===== src/hdl/rfb_pkg.sv =====
// Shared constants, codes and controller/datapath types for the rotated 1bpp frame store.
package rfb_pkg;

  localparam int unsigned FRAME_BYTES_DEF = 65536;
  localparam int unsigned GROUP_PIXELS    = 8;

  // Byte address arithmetic: 11-bit row times 8-bit pitch plus column byte, and room
  // to compare against the largest store size.
  localparam int unsigned CALC_W = 21;

  localparam int unsigned KIND_W     = 3;
  localparam int unsigned COORD_W    = 12;
  localparam int unsigned COUNT_W    = 4;
  localparam int unsigned CFG_IDX_W  = 3;
  localparam int unsigned CFG_DATA_W = 17;
  localparam int unsigned DIM_W      = 11;
  localparam int unsigned PITCH_W    = 8;
  localparam int unsigned USED_W     = 17;

  localparam logic [2:0] BYTE_MSB   = 3'd7;
  localparam logic [7:0] BYTE_WHITE = 8'hFF;

  localparam logic [KIND_W-1:0] KIND_DRAW_PIX = 3'd0;
  localparam logic [KIND_W-1:0] KIND_READ_PIX = 3'd1;
  localparam logic [KIND_W-1:0] KIND_DRAW_GRP = 3'd2;
  localparam logic [KIND_W-1:0] KIND_READ_GRP = 3'd3;
  localparam logic [KIND_W-1:0] KIND_INVERT   = 3'd4;

  localparam logic [1:0] ORIENT_PORTRAIT     = 2'd0;
  localparam logic [1:0] ORIENT_LANDSCAPE_CW = 2'd1;
  localparam logic [1:0] ORIENT_PORTRAIT_INV = 2'd2;
  localparam logic [1:0] ORIENT_LANDSCAPE_CC = 2'd3;

  localparam logic [CFG_IDX_W-1:0] CFG_ORIENTATION   = 3'd0;
  localparam logic [CFG_IDX_W-1:0] CFG_PANEL_WIDTH   = 3'd1;
  localparam logic [CFG_IDX_W-1:0] CFG_PANEL_HEIGHT  = 3'd2;
  localparam logic [CFG_IDX_W-1:0] CFG_ROW_BYTES     = 3'd3;
  localparam logic [CFG_IDX_W-1:0] CFG_DARK_MODE     = 3'd4;
  localparam logic [CFG_IDX_W-1:0] CFG_BW_MODE       = 3'd5;
  localparam logic [CFG_IDX_W-1:0] CFG_PRESERVE_TONE = 3'd6;
  localparam logic [CFG_IDX_W-1:0] CFG_FRAME_USED    = 3'd7;

  localparam logic [1:0]        RST_ORIENTATION = ORIENT_PORTRAIT;
  localparam logic [DIM_W-1:0]  RST_PANEL_WIDTH  = 11'd800;
  localparam logic [DIM_W-1:0]  RST_PANEL_HEIGHT = 11'd480;
  localparam logic [PITCH_W-1:0] RST_ROW_BYTES   = 8'd100;
  localparam logic [USED_W-1:0] RST_FRAME_USED   = 17'd48000;

  typedef struct packed {
    logic item_load;   // latch input word, clear result
    logic loc_load;    // locate next pixel of the item
    logic rd_loc;      // read byte at located address
    logic rd_sweep;    // read byte at sweep address
    logic wr_clear;    // write white at sweep address
    logic wr_invert;   // write inverted read data at sweep address
    logic modify;      // merge/update located pixel
    logic sweep_clr;
    logic sweep_inc;
    logic out_load;    // move result into output register
  } dp_cmd_t;

  typedef struct packed {
    logic [KIND_W-1:0] kind;
    logic              n_zero;
    logic              pix_last;
    logic              inv_empty;
    logic              inv_last;
    logic              clear_last;
  } dp_stat_t;

  typedef struct packed {
    logic       read_ink;
    logic [7:0] read_pixels;
    logic       in_range;
  } result_t;

endpackage


===== src/hdl/rfb_ctrl.sv =====
// Sequencing state machine: clear pass, per-pixel read-modify-write, invert sweep, result hand-off.
module rfb_ctrl (
  input  logic              clk,
  input  logic              rst,
  input  logic              in_valid,
  output logic              in_ready,
  input  logic              out_ready,
  output logic              out_valid,
  input  rfb_pkg::dp_stat_t stat,
  output rfb_pkg::dp_cmd_t  cmd
);

  typedef enum logic [7:0] {
    S_CLEAR  = 8'b0000_0001,
    S_IDLE   = 8'b0000_0010,
    S_START  = 8'b0000_0100,
    S_READ   = 8'b0000_1000,
    S_MODIFY = 8'b0001_0000,
    S_INV_RD = 8'b0010_0000,
    S_INV_WR = 8'b0100_0000,
    S_FINISH = 8'b1000_0000
  } state_t;

  state_t state, state_next;

  always_comb begin
    cmd        = '0;
    state_next = state;
    in_ready   = 1'b0;
    unique case (state)
      S_CLEAR: begin
        cmd.wr_clear  = 1'b1;
        cmd.sweep_inc = 1'b1;
        if (stat.clear_last) begin
          state_next = S_IDLE;
        end
      end
      S_IDLE: begin
        in_ready = 1'b1;
        if (in_valid) begin
          cmd.item_load = 1'b1;
          state_next    = S_START;
        end
      end
      S_START: begin
        // first pixel is located here whatever the kind; harmless otherwise
        cmd.loc_load  = 1'b1;
        cmd.sweep_clr = 1'b1;
        unique case (stat.kind)
          rfb_pkg::KIND_DRAW_PIX, rfb_pkg::KIND_READ_PIX,
          rfb_pkg::KIND_DRAW_GRP, rfb_pkg::KIND_READ_GRP: begin
            state_next = stat.n_zero ? S_FINISH : S_READ;
          end
          rfb_pkg::KIND_INVERT: begin
            state_next = stat.inv_empty ? S_FINISH : S_INV_RD;
          end
          default: begin
            state_next = S_FINISH;
          end
        endcase
      end
      S_READ: begin
        cmd.rd_loc = 1'b1;
        state_next = S_MODIFY;
      end
      S_MODIFY: begin
        cmd.modify = 1'b1;
        if (stat.pix_last) begin
          state_next = S_FINISH;
        end else begin
          cmd.loc_load = 1'b1;
          state_next   = S_READ;
        end
      end
      S_INV_RD: begin
        cmd.rd_sweep = 1'b1;
        state_next   = S_INV_WR;
      end
      S_INV_WR: begin
        cmd.wr_invert = 1'b1;
        if (stat.inv_last) begin
          state_next = S_FINISH;
        end else begin
          cmd.sweep_inc = 1'b1;
          state_next    = S_INV_RD;
        end
      end
      S_FINISH: begin
        if (!out_valid || out_ready) begin
          cmd.out_load = 1'b1;
          state_next   = S_IDLE;
        end
      end
      default: begin
        state_next = S_IDLE;
      end
    endcase
  end

  always_ff @(posedge clk) begin
    if (rst) begin
      state     <= S_CLEAR;
      out_valid <= 1'b0;
    end else begin
      state <= state_next;
      if (cmd.out_load) begin
        out_valid <= 1'b1;
      end else if (out_ready) begin
        out_valid <= 1'b0;
      end
    end
  end

endmodule


===== config.mk =====
export PLATFORM = sky130hd
export DESIGN_NAME = rfb_ctrl
export DESIGN_NICKNAME = d
export VERILOG_FILES = /design/src/hdl/rfb_pkg.sv /design/src/hdl/rfb_ctrl.sv
export SDC_FILE = /design/constraint.sdc
export NUM_CORES = 1
export LEC_CHECK = 0
export BUFFER_PORTS_ARGS = -buffer_cell sky130_fd_sc_hd__buf_4
export CAP_MARGIN = 10
export CORE_UTILIZATION = 40
export DETAILED_ROUTE_END_ITERATION = 16
export GPL_TIMING_DRIVEN = 0
export PLACE_DENSITY = 0.72
export SYNTH_ARGS = -nofsm -noshare
export SYNTH_HDL_FRONTEND = slang
export SYNTH_SLANG_ARGS = --single-unit

===== constraint.sdc =====
create_clock -name clk -period 1.3 [get_ports clk]
set_input_delay 0.195 -clock clk [delete_from_list [all_inputs] [get_ports clk]]
set_output_delay 0.195 -clock clk [all_outputs]
set_load 0.005 [all_outputs]

* After elaboration in Yosys (flattened, before gate mapping)
Index checks and enable logic that the tools add are counted.
** Storage, ports and cells
- Output and inout port bits :: 12
- Logic and storage cells :: 49
- Register bits after elaboration :: 9
- Input bits :: 12
** Cells by class
- Reduce and logical (&&, ||, !) cells :: 6
- Eq/ne operators :: 15
- Muxes and demuxes :: 26
** Operator list (count)
- 8-bit one-hot mux with 8 select lines :: 1
- 8-bit 2-to-1 mux :: 7
- 8-bit one-hot mux with 2 select lines :: 1
- 1-bit 2-to-1 mux :: 15
- 8-bit by 1-bit equality test with 1-bit output, second input constant :: 1
- 8-bit by 2-bit equality test with 1-bit output, second input constant :: 1
- 8-bit by 3-bit equality test with 1-bit output, second input constant :: 1
- 8-bit by 4-bit equality test with 1-bit output, second input constant :: 1
- 8-bit by 5-bit equality test with 1-bit output, second input constant :: 1
- 8-bit by 6-bit equality test with 1-bit output, second input constant :: 1
- 8-bit by 7-bit equality test with 1-bit output, second input constant :: 1
- 8-bit equality test, second input constant :: 1
- 3-bit by 2-bit equality test with 1-bit output, second input constant :: 2
- 2-bit != test, second input constant :: 3
- 1-bit one-hot mux with 2 select lines :: 2
- 4-bit OR reduction :: 1
- 3-bit by 1-bit equality test with 1-bit output, second input constant :: 1
- 3-bit equality test, second input constant :: 1
- 3-bit zero test :: 1
- 3-bit AND reduction :: 1
- 2-bit nonzero test :: 1
- 1-bit zero test :: 1
- 1-bit logical OR :: 1

* Longest topological paths before layout
- Depth in word-level cells :: 5
- Depth in mapped cells :: 5
- Gate-level depth less buffers :: 4

* Worst setup path before layout
OpenSTA, ideal clock, no wires.
- Path type :: reg-to-output
- Start point :: register state[7]
- End point :: output cmd[9] in the netlist's numbering
- Path buffers :: 0
- Data arrival time :: 1.116 ns
- Setup slack :: -0.011 ns
- Data required time :: 1.105 ns
- Cell stages (with the launch flop) :: 4
- Path through :: dfxtp_1 -> nor4_2 -> and4b_1 -> and2_1
** RTL lines
- start: declaration :: line rfb_ctrl.sv:24 : state_t state, state_next;
- start signal: assignment :: line rfb_ctrl.sv:105 : state <= state_next;
- end: declaration :: line rfb_ctrl.sv:10 : output rfb_pkg::dp_cmd_t cmd

==> run metrics <==
YS warnings=0; RSZ-0062 raised after global routing=yes; Max-cap violations=0; die area=1510 um^2; most common cell after layout, fill and taps aside=buf_4; top post-synthesis cells by area=dfxtp_1, nand2b_1, nor2_1; Worst R2R Path Depth=7; die width=38.8 um; Root Buffer=clkbuf_4; Syn Inst Count=65; Area growth, synth to finish=101%; share of post-route cells with drive strength above 1=66.4%; WHS Path Cells=2; CTS clk-pin slew, worst paths=0.06 ns; CTS tree=built; fill count=51; Routed Antenna Nets=0; first-pass GRT wire length=3.15 mm; Netlist cell types=28; ys flop type=dfxtp_1; Initial Util=45.7%; post-placement cell area=752 um^2; Die H=38.8 um; DRC violation count after routing=0; Syn Area/Cell=8.33 um^2; Multi-input gate area=449 um^2; status=finished, violations left; cts bufs inserted=3; leading area contributor after synthesis=dfxtp_1; leakage=0.496 nW; final worst-path cycle share=141%; final setup violation count=19; worst skew pair latency=0.27 ns; DRT Wirelength=2.78 mm; Final Skew=0.00263 ns; Final Critical Period=1.83 ns; Final nets=126; Setup crit start=state[2]$_SDFFE_PP0P_; Seq/Total Area, Yosys=33.3%; worst vdd ir=0.618 mV; setup ws final=-0.530 ns; vias=792; HP Class=input pin to register; synthesized flop and latch total=9; GRT overflow=0; CP endpoint=cmd[9]; async set or reset register ratio after synthesis=0%; io pins=24; Clock Path Buffers=2; clock sinks=9; Crit. End Element=output pin; Net Count, Synth=77; failing checks=setup timing; most frequent cells in the layout=buf_4, buf_6, nor2_1; critical path class=register to output pin; Least-Margin Pin Slew=0.585 ns; reg-to-reg startpoint=state[5]$_SDFFE_PP0P_; antenna diode count=0; Worst Path Max Fanout=7; DRT iter0 DRCs=22; H-tree depth=1; overall power=701 uW; Vias/cell=6.24; CP Data Required Time=1.11 ns; IO buf count=23; fmax=546 MHz; DP Wirelength=1.06 mm; largest net degree at the start of global routing=8; RR Endpoint=state[1]$_SDFFE_PP0P_; crit path DAT=1.64 ns; number of flops mapped to enable cells by yosys=0; WL/cell=21.9 um; worst reg2reg setup slack=-0.29 ns; Util after Layout=92.0%; Synth top area share=33.3%; mapped cell area=542 um^2; max-slew violations=0; FF+latch area=200 um^2; FP Rows=12; Worst Hold Margin=0.138 ns; post-route cell area=1090 um^2; antenna violations before repair=0; GR Util All Layers=32.4%; final hold violations=0; vias in the first global route=694; Power Dens Cells=643 nW/um^2; core footprint=1190 um^2; Worst setup SP type=register; Slew headroom=60.4%; Placer Congestion=0.756; DRT Pass-1 Iters=4
-- per-layer routing --
layer | part of all wire, % | global-route usage, %
met5 | 0 | 0
met4 | 7.2 | 19.0
met3 | 8.5 | 8.09
met2 | 46 | 50.8
met1 | 38 | 39.3
-- sequential cells by signal, summed over array words and instances (netlist names) --
| signal | count |
|---|---|
| out_valid | 1 |
| state | 8 |
-- timing repair --
| action | 4_1_cts | 5_1_grt |
|---|---|---|
| pin swaps | 12 | 6 |
| endpoints found under the setup margin | 16 | 20 |
| setup buffers | 19 | 4 |
| resized for setup | 29 | 14 |
| hold buffers | 0 | 0 |
-- cell type report --
type,instances,share of cell area [%]
timing repair buffer,44,34.4
buffer,1,1.03
sequential,9,18.3
inverter,3,1.03
tap,14,1.61
clock buffer,4,2.41
multi-input combinational,52,41.2
-- cells in the mapped netlist, types with 2 or more instances --
master    count
dfxtp_1       9
nor2_1        9
nand2b_1      6
nand2_1       5
a21oi_1       4
and4b_1       3
inv_1         3
nor4b_1       3
and2_1        2
nand3_1       2
xor2_1        2
-- metrics by stage --
| stage | worst slack, ns | setup TNS, ns | std cells |
|---|---|---|---|
| floorplan | -0.00263 | -0.00263 | 65 |
| global placement | -0.202 | -1.09 | 102 |
| detailed placement | -0.213 | -1.23 | 102 |
| CTS | -0.428 | -4.01 | 125 |
| global route | -0.573 | -6.82 | 127 |
| finish | -0.530 | -5.90 | 127 |
-- cells by family (layout without fill, tap and decap cells) --
logic type	Yosys count	after routing	share of synthesized area, %
simple gates	39	39	46.7
compound gates	11	11	13.4
flops	9	9	33.3
buf+inv	4	52	3.46
xor+xnor	2	2	3.23
-- critical path, stage by stage, from the launching register on --
cell     delay, ns
dfxtp_4       0.38
nor4_4        0.34
and4b_2       0.34
and2_1        0.19
buf_4         0.12
-- power by group --
part | internal, mW | switching [mW]
clock | 0.119 | 0.107
combinational | 0.107 | 0.0783
sequential | 0.276 | 0.0143
total | 0.502 | 0.199
-- how the worst min path moves through the flow --
| stage | startpoint | end | slack, ns |
|---|---|---|---|
| 6_report | rst | state[5]$_SDFFE_PP0P_ | 0.14 |
| 5_1_grt | rst | state[5]$_SDFFE_PP0P_ | 0.12 |
| 4_1_cts | stat[0] | state[0]$_SDFFE_PP1P_ | 0.12 |
| 3_5_place_dp | stat[0] | state[0]$_SDFFE_PP1P_ | 0.41 |
| 2_1_floorplan | rst | state[5]$_SDFFE_PP0P_ | 0.26 |
| 3_3_place_gp | rst | state[5]$_SDFFE_PP0P_ | 0.41 |
Power figures use the tool's default switching activity.
